$ cat config.mk
export PLATFORM = sky130hd
export DESIGN_NAME = ascd_front
export DESIGN_NICKNAME = d
export VERILOG_FILES = /design/src/rtl/core/ascd_pkg.sv /design/src/rtl/core/ascd_front.sv
export SDC_FILE = /design/constraint.sdc
export NUM_CORES = 1
export LEC_CHECK = 0
export ABC_AREA = 0
export BUFFER_PORTS_ARGS = -buffer_cell sky130_fd_sc_hd__buf_2
export CORE_MARGIN = 4
export CORE_UTILIZATION = 45
export DETAILED_ROUTE_END_ITERATION = 6
export GPL_TIMING_DRIVEN = 1
export MAX_ROUTING_LAYER = met4
export PLACE_DENSITY = 0.72
export SLEW_MARGIN = 10
export SYNTH_ARGS = -nofsm -noshare
export SYNTH_HDL_FRONTEND = slang
export SYNTH_SLANG_ARGS = --single-unit
$ cat constraint.sdc
create_clock -name clk -period 18.7 [get_ports clk]
set_input_delay 4.675 -clock clk [delete_from_list [all_inputs] [get_ports clk]]
set_output_delay 4.675 -clock clk [all_outputs]
set_load 0.01 [all_outputs]
$ cat src/rtl/core/ascd_pkg.sv
// ----------------------------------------------------------------------------
// ascd_pkg
// Shared types, constants and AES helper functions for the sector decryptor.
// ----------------------------------------------------------------------------
package ascd_pkg;

  localparam int SECTOR_BYTES = 512;
  localparam int NBLK_RAW = SECTOR_BYTES / 16;
  localparam int NBLOCKS = (NBLK_RAW < 1) ? 1 : NBLK_RAW;
  localparam int BIDX_W = (NBLOCKS > 1) ? $clog2(NBLOCKS) : 1;
  localparam int RK_DEPTH = 15;
  localparam int RK_AW = 4;
  localparam int QDEPTH = 2;
  localparam int CFG_IDX_W = 3;

  localparam logic [CFG_IDX_W-1:0] REG_KEY0 = 3'd0;
  localparam logic [CFG_IDX_W-1:0] REG_KEY1 = 3'd1;
  localparam logic [CFG_IDX_W-1:0] REG_KEY2 = 3'd2;
  localparam logic [CFG_IDX_W-1:0] REG_KEY3 = 3'd3;
  localparam logic [CFG_IDX_W-1:0] REG_MODE = 3'd4;

  localparam logic [1:0] MODE_128 = 2'd0;
  localparam logic [1:0] MODE_192 = 2'd1;

  // One queued job for the cipher engine.
  typedef struct packed {
    logic         first;
    logic         last;
    logic [127:0] tweak;
    logic [127:0] cipher;
  } job_t;

  typedef enum logic [1:0] {
    ENG_IDLE,
    ENG_TWEAK,
    ENG_DATA
  } eng_state_t;

  function automatic logic [7:0] xt(input logic [7:0] a);
    xt = {a[6:0], 1'b0} ^ (a[7] ? 8'h1b : 8'h00);
  endfunction

  function automatic logic [7:0] gmul(input logic [7:0] a, input logic [3:0] b);
    logic [7:0] r;
    logic [7:0] x;
    r = 8'h00;
    x = a;
    for (int i = 0; i < 4; i++) begin
      if (b[i]) r = r ^ x;
      x = xt(x);
    end
    gmul = r;
  endfunction

  function automatic logic [7:0] sbox(input logic [7:0] x);
    logic [7:0] tbl [256];
    tbl = '{
      8'h63,8'h7c,8'h77,8'h7b,8'hf2,8'h6b,8'h6f,8'hc5,8'h30,8'h01,8'h67,8'h2b,8'hfe,8'hd7,8'hab,8'h76,
      8'hca,8'h82,8'hc9,8'h7d,8'hfa,8'h59,8'h47,8'hf0,8'had,8'hd4,8'ha2,8'haf,8'h9c,8'ha4,8'h72,8'hc0,
      8'hb7,8'hfd,8'h93,8'h26,8'h36,8'h3f,8'hf7,8'hcc,8'h34,8'ha5,8'he5,8'hf1,8'h71,8'hd8,8'h31,8'h15,
      8'h04,8'hc7,8'h23,8'hc3,8'h18,8'h96,8'h05,8'h9a,8'h07,8'h12,8'h80,8'he2,8'heb,8'h27,8'hb2,8'h75,
      8'h09,8'h83,8'h2c,8'h1a,8'h1b,8'h6e,8'h5a,8'ha0,8'h52,8'h3b,8'hd6,8'hb3,8'h29,8'he3,8'h2f,8'h84,
      8'h53,8'hd1,8'h00,8'hed,8'h20,8'hfc,8'hb1,8'h5b,8'h6a,8'hcb,8'hbe,8'h39,8'h4a,8'h4c,8'h58,8'hcf,
      8'hd0,8'hef,8'haa,8'hfb,8'h43,8'h4d,8'h33,8'h85,8'h45,8'hf9,8'h02,8'h7f,8'h50,8'h3c,8'h9f,8'ha8,
      8'h51,8'ha3,8'h40,8'h8f,8'h92,8'h9d,8'h38,8'hf5,8'hbc,8'hb6,8'hda,8'h21,8'h10,8'hff,8'hf3,8'hd2,
      8'hcd,8'h0c,8'h13,8'hec,8'h5f,8'h97,8'h44,8'h17,8'hc4,8'ha7,8'h7e,8'h3d,8'h64,8'h5d,8'h19,8'h73,
      8'h60,8'h81,8'h4f,8'hdc,8'h22,8'h2a,8'h90,8'h88,8'h46,8'hee,8'hb8,8'h14,8'hde,8'h5e,8'h0b,8'hdb,
      8'he0,8'h32,8'h3a,8'h0a,8'h49,8'h06,8'h24,8'h5c,8'hc2,8'hd3,8'hac,8'h62,8'h91,8'h95,8'he4,8'h79,
      8'he7,8'hc8,8'h37,8'h6d,8'h8d,8'hd5,8'h4e,8'ha9,8'h6c,8'h56,8'hf4,8'hea,8'h65,8'h7a,8'hae,8'h08,
      8'hba,8'h78,8'h25,8'h2e,8'h1c,8'ha6,8'hb4,8'hc6,8'he8,8'hdd,8'h74,8'h1f,8'h4b,8'hbd,8'h8b,8'h8a,
      8'h70,8'h3e,8'hb5,8'h66,8'h48,8'h03,8'hf6,8'h0e,8'h61,8'h35,8'h57,8'hb9,8'h86,8'hc1,8'h1d,8'h9e,
      8'he1,8'hf8,8'h98,8'h11,8'h69,8'hd9,8'h8e,8'h94,8'h9b,8'h1e,8'h87,8'he9,8'hce,8'h55,8'h28,8'hdf,
      8'h8c,8'ha1,8'h89,8'h0d,8'hbf,8'he6,8'h42,8'h68,8'h41,8'h99,8'h2d,8'h0f,8'hb0,8'h54,8'hbb,8'h16};
    sbox = tbl[x];
  endfunction

  function automatic logic [7:0] inv_sbox(input logic [7:0] x);
    logic [7:0] tbl [256];
    tbl = '{
      8'h52,8'h09,8'h6a,8'hd5,8'h30,8'h36,8'ha5,8'h38,8'hbf,8'h40,8'ha3,8'h9e,8'h81,8'hf3,8'hd7,8'hfb,
      8'h7c,8'he3,8'h39,8'h82,8'h9b,8'h2f,8'hff,8'h87,8'h34,8'h8e,8'h43,8'h44,8'hc4,8'hde,8'he9,8'hcb,
      8'h54,8'h7b,8'h94,8'h32,8'ha6,8'hc2,8'h23,8'h3d,8'hee,8'h4c,8'h95,8'h0b,8'h42,8'hfa,8'hc3,8'h4e,
      8'h08,8'h2e,8'ha1,8'h66,8'h28,8'hd9,8'h24,8'hb2,8'h76,8'h5b,8'ha2,8'h49,8'h6d,8'h8b,8'hd1,8'h25,
      8'h72,8'hf8,8'hf6,8'h64,8'h86,8'h68,8'h98,8'h16,8'hd4,8'ha4,8'h5c,8'hcc,8'h5d,8'h65,8'hb6,8'h92,
      8'h6c,8'h70,8'h48,8'h50,8'hfd,8'hed,8'hb9,8'hda,8'h5e,8'h15,8'h46,8'h57,8'ha7,8'h8d,8'h9d,8'h84,
      8'h90,8'hd8,8'hab,8'h00,8'h8c,8'hbc,8'hd3,8'h0a,8'hf7,8'he4,8'h58,8'h05,8'hb8,8'hb3,8'h45,8'h06,
      8'hd0,8'h2c,8'h1e,8'h8f,8'hca,8'h3f,8'h0f,8'h02,8'hc1,8'haf,8'hbd,8'h03,8'h01,8'h13,8'h8a,8'h6b,
      8'h3a,8'h91,8'h11,8'h41,8'h4f,8'h67,8'hdc,8'hea,8'h97,8'hf2,8'hcf,8'hce,8'hf0,8'hb4,8'he6,8'h73,
      8'h96,8'hac,8'h74,8'h22,8'he7,8'had,8'h35,8'h85,8'he2,8'hf9,8'h37,8'he8,8'h1c,8'h75,8'hdf,8'h6e,
      8'h47,8'hf1,8'h1a,8'h71,8'h1d,8'h29,8'hc5,8'h89,8'h6f,8'hb7,8'h62,8'h0e,8'haa,8'h18,8'hbe,8'h1b,
      8'hfc,8'h56,8'h3e,8'h4b,8'hc6,8'hd2,8'h79,8'h20,8'h9a,8'hdb,8'hc0,8'hfe,8'h78,8'hcd,8'h5a,8'hf4,
      8'h1f,8'hdd,8'ha8,8'h33,8'h88,8'h07,8'hc7,8'h31,8'hb1,8'h12,8'h10,8'h59,8'h27,8'h80,8'hec,8'h5f,
      8'h60,8'h51,8'h7f,8'ha9,8'h19,8'hb5,8'h4a,8'h0d,8'h2d,8'he5,8'h7a,8'h9f,8'h93,8'hc9,8'h9c,8'hef,
      8'ha0,8'he0,8'h3b,8'h4d,8'hae,8'h2a,8'hf5,8'hb0,8'hc8,8'heb,8'hbb,8'h3c,8'h83,8'h53,8'h99,8'h61,
      8'h17,8'h2b,8'h04,8'h7e,8'hba,8'h77,8'hd6,8'h26,8'he1,8'h69,8'h14,8'h63,8'h55,8'h21,8'h0c,8'h7d};
    inv_sbox = tbl[x];
  endfunction

  // Inverse ShiftRows followed by inverse SubBytes; byte i sits in bits 8i+7:8i.
  function automatic logic [127:0] inv_shift_sub(input logic [127:0] s);
    logic [127:0] o;
    o = '0;
    for (int c = 0; c < 4; c++) begin
      for (int r = 0; r < 4; r++) begin
        o[8*(r+4*((c+r)%4)) +: 8] = inv_sbox(s[8*(r+4*c) +: 8]);
      end
    end
    inv_shift_sub = o;
  endfunction

  function automatic logic [127:0] inv_mix(input logic [127:0] s);
    logic [127:0] o;
    logic [7:0] a0, a1, a2, a3;
    o = '0;
    for (int c = 0; c < 4; c++) begin
      a0 = s[32*c +: 8];
      a1 = s[32*c+8 +: 8];
      a2 = s[32*c+16 +: 8];
      a3 = s[32*c+24 +: 8];
      o[32*c +: 8]    = gmul(a0, 4'd14) ^ gmul(a1, 4'd11) ^ gmul(a2, 4'd13) ^ gmul(a3, 4'd9);
      o[32*c+8 +: 8]  = gmul(a0, 4'd9) ^ gmul(a1, 4'd14) ^ gmul(a2, 4'd11) ^ gmul(a3, 4'd13);
      o[32*c+16 +: 8] = gmul(a0, 4'd13) ^ gmul(a1, 4'd9) ^ gmul(a2, 4'd14) ^ gmul(a3, 4'd11);
      o[32*c+24 +: 8] = gmul(a0, 4'd11) ^ gmul(a1, 4'd13) ^ gmul(a2, 4'd9) ^ gmul(a3, 4'd14);
    end
    inv_mix = o;
  endfunction

endpackage

$ cat src/rtl/core/ascd_front.sv
// ----------------------------------------------------------------------------
// ascd_front
// Accepts ciphertext beats, tracks the block position and queues jobs.
// ----------------------------------------------------------------------------
module ascd_front (
  input  logic          clk,
  input  logic          rst,
  input  logic          in_valid,
  output logic          in_ready,
  input  logic [191:0]  in_data,
  output logic          job_valid,
  input  logic          job_ready,
  output ascd_pkg::job_t job
);
  import ascd_pkg::*;

  logic [BIDX_W-1:0] bidx;
  job_t              q [QDEPTH];
  logic              wp, rp;
  logic [1:0]        cnt;
  logic              push, pop;
  job_t              nj;
  logic              is_last;

  assign in_ready = (cnt != 2'(QDEPTH));
  assign push     = in_valid && in_ready;
  assign pop      = job_valid && job_ready;
  assign is_last  = (32'(bidx) + 1 >= NBLOCKS);

  always_comb begin
    nj.first  = (bidx == '0);
    nj.last   = is_last;
    nj.tweak  = {64'd0, in_data[63:0]};
    nj.cipher = {in_data[191:128], in_data[127:64]};
  end

  always_ff @(posedge clk) begin
    if (rst) begin
      bidx <= '0;
      wp   <= 1'b0;
      rp   <= 1'b0;
      cnt  <= '0;
    end else begin
      if (push) begin
        bidx <= is_last ? '0 : bidx + 1'b1;
        wp   <= ~wp;
      end
      if (pop) rp <= ~rp;
      cnt <= cnt + {1'b0, push} - {1'b0, pop};
    end
  end

  always_ff @(posedge clk) begin
    if (push) q[wp] <= nj;
  end

  assign job_valid = (cnt != 2'd0);
  assign job       = q[rp];
endmodule

==> metrics.txt, run 1 <==
total clock sinks 398; Worst EP arrival 2.87 ns; drc violations 0; RSZ-0062 raised after global routing false; initial core utilization 0.457; Die Area 36100 um^2; drt first pass iters 5; post-synthesis cell type count 29; static leakage 7.00 nW; crit path time final 7.55 ns; cts hold-fix bufs 0; Area Growth Syn to Fin 24.2%; top-area cell type share of the netlist area 0.781; Setup Viol. Count Final 0; DP Worst Slack 11.48 ns; Die H between 150 and 200 um; Synth async-reset ratio 0; peak supply drop 0.0834 mV; Worst Setup Start Kind flop; crit end category output pin; Fin Setup TNS 0 ns; placed cells 1540; post-route ant nets 0; grt total ovfl 0; f_max 0.133 GHz; Max Slew Vio Count 0; Max Cap Viol 0; Post-DP Area roughly 17000 um^2; Final Hold Fails 0; top post-synthesis cells by count 388 x edfxtp_1, 194 x mux2_2, 64 x buf_4, 21 x buf_2, 10 x dfxtp_1; Seq/Total Area, Yosys 0.794; core box area 32600 um^2; Post-CTS Setup Bufs 0; min setup slack post-route about 11 ns; Yosys warning total 0; GRT Total Usage 0.160; Final Util 0.568; dominant cell type by area after synthesis edfxtp_1; Post-Layout Cell Count 1623; # resized after CTS 0; Ports 456; Power Total between 2 and 3 mW; Hold WC Path Type reg -> reg; CTS tree done; Root Buffer clkbuf_16; number of DRC markers in iteration 0 around 340; GP Congestion 0.774; vias in the first global route ~8000; Max FO, Critical Path 76; Final Net Count 1341; row count 66; Yosys reg bits about 400; Post-DP HPWL 19.8 mm; total CTS buffers 41; Avg Cell Area, Syn 20.6 um^2; Synth Flop Type edfxtp_1; post-route cell area 18500 um^2; top post-synthesis cells by area edfxtp_1 78%, mux2_2 15%, buf_4 3.2%; routed via count 7608; Crit Path Category reg -> out; Post-synth EDFFs 388; worst slew pin tran 1.10 ns; drt total wl 29.8 mm; Vias/cell 4.69; routed length per instance between 15 and 20 um; outcome complete, no violations; share of post-route cells with drive strength above 1 0.564; Netlist Area Pre-Place 14900 um^2; die width 190 um; antenna violations before repair 6; period utilization 0.404; H-tree levels 2; worst hold slack between 0.5 and 0.6 ns; Rel. slew slack 0.265; largest net degree at the start of global routing 80; post-synthesis cell count 723; Worst-Skew Late Latency a little over 0.5 ns; Clock Skews 0.00863 ns; Clock Pin Slew Worst Setup and Hold Paths 0.06 ns; Critical Path RT 14.03 ns; Port-buffer cells 391; most frequent cell after synthesis edfxtp_1; CTS max path bufs 3; P per Cell Area roughly 140 nW/um^2; first-pass GRT wire length 44.0 mm
## power by group
group | internal, mW | leakage (nW) | switching, mW | total (mW)
clock network | 0.497 | 0.676 | 0.321 | 0.817
logic | 0.250 | 2.62 | 0.310 | 0.560
registers | 1.13 | 3.71 | 0.0405 | 1.17
total | 1.88 | 7.00 | 0.671 | 2.55
## area by class of cell
| class | count | area (um^2) |
|---|---|---|
| Antenna cell | 7 | 17.5 |
| Clock inverter | 24 | 241 |
| Timing Repair Buffer | 399 | 2020 |
| Multi-Input combinational cell | 298 | 2720 |
| Tap cell | 442 | 553 |
| Sequential cell | 398 | 11900 |
| Clock buffer | 52 | 1130 |
| Fill cell | 2504 | 14100 |
| Inverter | 3 | 11.3 |
## worst max-delay path: stages (launching register included)
cell and delay, ns:
dfxtp_4 0.80, buf_4 0.84, mux2_2 0.43, buf_2 0.15
## routing by layer
metal,track usage,vias to the layer above,part of all wire
li1,-,3521,-
met1,0.180,3744,0.36
met2,0.275,297,0.52
met3,0.0547,46,0.093
met4,0.0420,0,0.021
met5,-,-,0
## cell families (layout without fill, tap and decap cells)
family	Yosys count	in the layout	synth area share
buffers and inverters	90	478	0.0405
flip-flops	398	398	0.794
AND/OR/NAND/NOR	23	23	0.00931
other	1	71	0.000251
multiplexers	194	194	0.146
adder cells (fa/ha/maj)	4	4	0.00335
AO/OA/AOI/OAI	7	7	0.00252
XOR/XNOR	6	6	0.00352
## sequential cells by signal, indices dropped and copies added (netlist names), named ones only
register,count
q,388
rp,1
cnt,2
bidx,5
wp,1
## path summary, 6_finish.rpt
check | from | endpoint | slack [ns] | cells past startpoint
worst max-delay path | flop | job[50] | 11.15 | 3
worst min-delay path | bidx[1] | bidx[1] | 0.50 | 2
worst max register to register | cnt[0] | q[1][66] | 15.79 | 4
worst min register to register | bidx[1] | bidx[1] | 0.50 | 2
## layout by cell type, fill, tap and decap left out, types with 2 or more instances in the layout
cell type and count:
a21oi_1 4, buf_2 391, buf_4 8, bufinv_16 5
clkbuf_1 7, clkbuf_16 43, clkbuf_8 2, clkinv_1 8
clkinv_2 9, conb_1 64, dfxtp_1 9, diode_2 7
edfxtp_1 388, ha_1 4, inv_1 3, mux2_2 194
nand3_1 2, nor2_1 6, o21ai_0 2, xnor2_1 3
xor2_1 3
Power figures use the tool's default switching activity.
==> inputs of run 2 (changes only) <==
ABC_AREA = 1   (was 0)
clock period = 7.3 ns   (was 18.7 ns; I/O delays follow)
==> run 2 against run 1 <==
Cell area increased by 3.0%. Non-clock buffer count increased by 2. First-iteration DRC count decreased by 12%. Synthesized cell count increased by 2.4%. Sequential share of layout area decreased by 1.9 points. Highest routed layer unchanged.
==> metrics.txt, run 2 <==
outcome complete, no violations; min setup slack post-route 2.74 ns (-8.41 ns); Rel. slew slack 0.317 (+0.0517); Synth Flop Type edfxtp_1; combinational family with the most area after synthesis multiplexers; worst slew pin tran 1.03 ns (-0.0775 ns); Die Area 37800 um^2 (+4.7%); grt total ovfl 0 (unchanged); drt total wl 31.9 mm (+7.1%); dominant cell type by area after synthesis edfxtp_1; crit-path max cell delay 0.83 ns (about the same); Int Pwr 4.91 mW (+160%); Port-buffer cells 391 (unchanged); core box area 34500 um^2 (+5.6%); clock power share 0.299 (-0.022); Area Growth Syn to Fin 22.1%; r2r setup slk 4.79 ns (-11.00 ns); filler instances 2699 (+7.8%); Seq pwr share 0.458 (-0.002); CTS max path bufs 3 (unchanged); Slowest-stage cell, CP dfxtp_4; Setup Viol. Count Final 0 (unchanged); peak supply drop 0.225 mV (+170%); Worst Setup Start Kind flop; top-area cell type share of the netlist area 0.744 (-0.0363); Critical Path RT 5.48 ns (-8.55 ns); Fin Setup TNS 0 ns (unchanged); # resized after CTS 0 (unchanged); RSZ-0062 raised after global routing false; number of DRC markers in iteration 0 301 (-12%); P_sw 1.74 mW (+160%); Hold WC Path Type reg -> reg; Max FO, Critical Path 48 (-37%); cts hold-fix bufs 0 (unchanged); Clock Pin Slew Worst Setup and Hold Paths 0.06 ns (about the same); simple logic cell fraction of the synthesized area 0.00887 (-0.000432); Crit Path Category reg -> out; row count 68 (+3.0%); commonest non-fill, non-tap cell in the layout buf_2; Power Total 6.65 mW (+160%); Post-CTS Setup Bufs 0 (unchanged); first-pass GRT wire length 46.3 mm (+5.3%); Ports 456 (unchanged); routed length per instance 19.3 um (+5.3%); Post-Layout Cell Count 1650 (+1.7%); P per Cell Area 348 nW/um^2 (+150%); share of post-route cells with drive strength above 1 0.549 (-0.0146); Worst EP arrival 2.73 ns (-0.14 ns); post-synthesis adder-cell area fraction 0.00320 (-0.000156); die width 194 um (+2.3%); drc violations 0 (unchanged); H-tree levels 2 (unchanged); Comb power frac 0.243 (+0.023); f_max 0.220 GHz; Final Hold Fails 0 (unchanged); drt first pass iters 4 (-1); antenna violations before repair 8 (+2); xor-xnor portion of the synthesized cell area 0.000560 (-0.00296); crit path time final 4.56 ns; Synth async-reset ratio 0 (unchanged); crit end category output pin; static leakage 7.58 nW (+8.2%); Final Net Count 1360 (+1.4%); total CTS buffers 40 (-2.4%); Post-DP HPWL 22.2 mm (+12%); cells along the critical path buf_4 > mux2_2 > buf_2; vias in the first global route 8224 (+2.7%); largest net degree at the start of global routing 103 (+29%); post-synthesis cell type count 21 (-28%); DP Worst Slack 3.26 ns (-8.22 ns); Max Slew Vio Count 0 (unchanged); Worst-Skew Late Latency 0.52 ns (about the same); Clock Skews 0.0124 ns (+0.00374 ns); top post-synthesis cells by count 388 x edfxtp_1, 160 x mux2_4, 64 x buf_4, 34 x mux2_2, 18 x buf_6; multiplexer area fraction after synthesis 0.178 (+0.0316); Vias/cell 4.71 (+0.48%); Final Util 0.554 (-0.0140); Seq/Total Area, Yosys 0.757 (-0.0369); routed via count 7772 (+2.2%); Yosys reg bits 398 (unchanged); Yosys warning total 0 (unchanged); most frequent cell after synthesis edfxtp_1; largest registers q (388), bidx (5), cnt (2); Netlist Area Pre-Place 15700 um^2 (+4.9%); period utilization 0.624; Avg Cell Area, Syn 21.1 um^2 (+2.5%); Die H 194 um (+2.3%); GP Congestion 0.817 (+5.6%); GRT Total Usage 0.162 (+0.00223); post-synthesis cell count 740 (+2.4%); Reg with most FFs q; total clock sinks 398 (unchanged); max FFs per register 388 (unchanged); post-route ant nets 0 (unchanged); Switching Fraction 0.261 (-0.00211); initial core utilization 0.454 (-0.00332); Root Buffer clkbuf_16; top post-synthesis cells by area edfxtp_1 74%, mux2_4 15%, buf_4 3.1%; commonest non-fill, non-tap cells in the layout 391 x buf_2, 388 x edfxtp_1, 160 x mux2_4; Compound-Gate Fraction of Synth Area 0.00320 (+0.000683); Post-synth EDFFs 388 (unchanged); placed cells 1573 (+2.1%); Max Cap Viol 0 (unchanged); CTS tree done
==> run 2: cell count changes after synthesis, sizes merged, moves of 2 or more <==
cell	delta
o21ai	+2
xnor2	-3
clkbuf	-2
and3	-2
nor2	+6
nand3	+3
inv	+10
and2	-2
xor2	-2
nand2	+13
==> run 2: critical path: cells and delay by family (launching register included) <==
family	cells	cell delay (ns)
muxes	1	0.41
DFF	1	0.83
buffers and inverters	2	0.91
==> run 2: path summary, 6_finish.rpt <==
| path | to | startpoint | depth (start not counted) |
|---|---|---|---|
| min reg2reg | flop | rp | 2 |
| min | flop | rp | 2 |
| max reg2reg | q[1][49] | cnt[0] | 6 |
| max | job[2] | flop | 3 |
==> run 2: area by class of cell <==
| class | count | area (um^2) | share of cell area |
|---|---|---|---|
| well taps | 455 | 569 | 0.0298 |
| repair buffers | 401 | 2040 | 0.107 |
| inverters | 13 | 48.8 | 0.00255 |
| multi-input cells | 306 | 3290 | 0.172 |
| diodes | 8 | 20.0 | 0.00105 |
| flip-flops and latches | 398 | 11900 | 0.621 |
| clock inverters | 21 | 226 | 0.0119 |
| clock buffers | 48 | 1050 | 0.0551 |
==> run 2: power groups by stage <==
| stage | Clock, mW | Combinational (mW) | Sequential [mW] |
|---|---|---|---|
| floorplan | 0 | 1.17 | 3.04 |
| global route | 2.15 | 1.72 | 3.07 |
| finish | 1.99 | 1.61 | 3.04 |
| global placement | 0 | 1.62 | 3.08 |
| detailed placement | 0 | 1.64 | 3.09 |
| CTS | 2.04 | 1.64 | 3.05 |
==> run 2: kinds of logic after synthesis <==
logic type	Yosys count
multiplexers	194
AO/OA/AOI/OAI	9
AND/OR/NAND/NOR	34
other	1
buffers and inverters	99
XOR/XNOR	1
flip-flops	398
adder cells (fa/ha/maj)	4
==> run 2: layer usage <==
| layer | track usage | routed length (um) | share of wire |
|---|---|---|---|
| met1 | 0.177 | 11900 | 0.37 |
| met2 | 0.284 | 16600 | 0.52 |
| met3 | 0.0395 | 2200 | 0.069 |
| met4 | 0.0682 | 1130 | 0.035 |
| met5 | - | 0 | 0 |
==> run 2: per-stage QoR <==
stage	instance area, um^2	hold WS (ns)
finish	19100	0.473
global placement	17800	0.450
detailed placement	17800	0.469
global route	19100	0.509
CTS	19100	0.478
floorplan	15900	0.447
==> inputs of run 3 (changes only) <==
clock period = 4.45 ns   (was 7.3 ns; I/O delays follow)
==> run 3 against run 2 <==
Via count grew 0.42%. Sequential power grew 63%. Sequential cell count is the same. Total power up 65%. Sequential share of layout area fell by 0.53 points. Worst setup slack worse by 1.7 ns. Hold slack worse by 0.0050 ns. Die area stayed put. Global-route usage is 0.12 points higher. Critical path type unchanged.
==> metrics.txt, run 3 (same netlist as run 2, synthesis figures left out) <==
DP Worst Slack 1.54 ns (-1.72 ns); total clock sinks 398 (unchanged); Critical Path RT 3.34 ns (-2.14 ns); Hold WC Path Type reg -> reg; Worst Setup Start Kind flop; drt first pass iters 4 (unchanged); commonest non-fill, non-tap cells in the layout 391 x buf_2, 388 x edfxtp_1, 160 x mux2_4; filler instances 2720 (+0.78%); Clock Skews 0.0104 ns (-0.00200 ns); reg2reg start cnt[0]; total CTS buffers 41 (+2.5%); period utilization 0.768; Worst Hold Depth 2 (unchanged); Vias/cell 4.68 (-0.60%); cts hold-fix bufs 0 (unchanged); static leakage 7.65 nW (+0.91%); Post-DP Area 17900 um^2 (+0.81%); commonest non-fill, non-tap cell in the layout buf_2; H-tree levels 2 (unchanged); Reg2Reg Depth 5 (-1); Reg with most FFs q; crit path time final 3.42 ns; worst hold slack 0.468 ns (-0.00501 ns); Max FO, Critical Path 55 (+15%); largest registers q (388), bidx (5), cnt (2); Port-buffer cells 391 (unchanged); max FFs per register 388 (unchanged); crit end category output pin; Hold Path Origin rp; post-route ant nets 0 (unchanged); share of post-route cells with drive strength above 1 0.552 (+0.00230); Final Hold Fails 0 (unchanged); Die H 194 um (unchanged); Setup Viol. Count Final 0 (unchanged); f_max about 0.29 GHz; Post-DP HPWL 22.1 mm (-0.53%); Root Buffer clkbuf_16; GRT Total Usage 0.163 (+0.00120); drt total wl 31.3 mm (-1.7%); worst reg2reg path endpoint q[0][51]; Rel. slew slack 0.570 (+0.254); worst slew pin tran 0.643 ns (-0.382 ns); routed via count 7805 (+0.42%); core box area 34500 um^2 (unchanged); Post-CTS Setup Bufs 0 (unchanged); first-pass GRT wire length 47.0 mm (+1.5%); Worst EP arrival 2.31 ns (-0.42 ns); antenna violations before repair 11 (+3); Clock Pin Slew Worst Setup and Hold Paths 0.06 ns (about the same); vias in the first global route 8259 (+0.43%); Worst-Skew Late Latency 0.53 ns (about the same); Die Area 37800 um^2 (unchanged); grt total ovfl 0 (unchanged); r2r setup slk 2.34 ns (-2.45 ns); GP Congestion 0.776 (-5.0%); routed length per instance 18.8 um (-2.7%); CTS max path bufs 3 (unchanged); die width 194 um (unchanged); post-route cell area 19300 um^2 (+0.86%); Post-Layout Cell Count 1667 (+1.0%); outcome complete, no violations; min setup slack post-route 1.03 ns (-1.71 ns); Max Slew Vio Count 0 (unchanged); Ports 456 (unchanged); row count 68 (unchanged); Power Total 11.0 mW (+65%); Final Net Count 1370 (+0.74%); Fin Setup TNS 0 ns (unchanged); initial core utilization 0.454 (unchanged); P per Cell Area 569 nW/um^2 (+64%); Area Growth Syn to Fin 23.1%; Final Util 0.559 (+0.00479); CTS tree done; RSZ-0062 raised after global routing false; Max Cap Viol 0 (unchanged); number of DRC markers in iteration 0 472 (+57%); drc violations 0 (unchanged); # resized after CTS 0 (unchanged); Crit Path Category reg -> out; peak supply drop 0.337 mV (+49%); placed cells 1582 (+0.57%); largest net degree at the start of global routing 84 (-18%)
-- run 3: cell types whose count changed in the layout (fill, tap and decap cells not counted), sizes merged --
| cell | change |
|---|---|
| buf | +9 |
| bufinv | -2 |
| clkbuf | +4 |
| clkinv | +2 |
| clkinvlp | +2 |
| diode | +2 |
-- run 3: power by group --
part | leakage, nW | switching (mW) | internal (mW)
Combinational | 3.31 | 1.39 | 1.35
Sequential | 3.71 | 0.187 | 4.77
Clock | 0.629 | 1.34 | 1.94
Total | 7.65 | 2.91 | 8.06
-- run 3: worst max-delay path, stage by stage (launching register included) --
cell and delay [ns]:
dfxtp_4 0.76, buf_12 0.45, mux2_2 0.39, buf_2 0.14
-- run 3: how the worst max path moves through the flow --
stage	startpoint	end	slack (ns)
3_5_place_dp	flop	job[19]	1.54
2_1_floorplan	in_valid	q[1][0]	-0.06
6_report	flop	job[19]	1.03
3_3_place_gp	flop	job[15]	1.57
5_1_grt	flop	job[19]	0.91
4_1_cts	flop	job[19]	0.96
-- run 3: area by class of cell --
cell class	instances	area, um^2	share of cell area
multi-input combinational	306	3300	0.171
clock inverter	23	185	0.00961
clock buffer	52	1110	0.0576
antenna	10	25.0	0.00130
timing repair buffer	410	2170	0.113
inverter	13	48.8	0.00253
tap	455	569	0.0295
sequential	398	11900	0.615
-- run 3: per-layer routing --
| layer | share of wire | track usage | wire [um] | vias to the layer above |
|---|---|---|---|---|
| li1 | - | - | - | 3583 |
| met1 | 0.37 | 0.184 | 11700 | 3843 |
| met2 | 0.53 | 0.283 | 16500 | 314 |
| met3 | 0.068 | 0.0387 | 2120 | 65 |
| met4 | 0.033 | 0.0643 | 1050 | 0 |
| met5 | 0 | - | 0 | - |
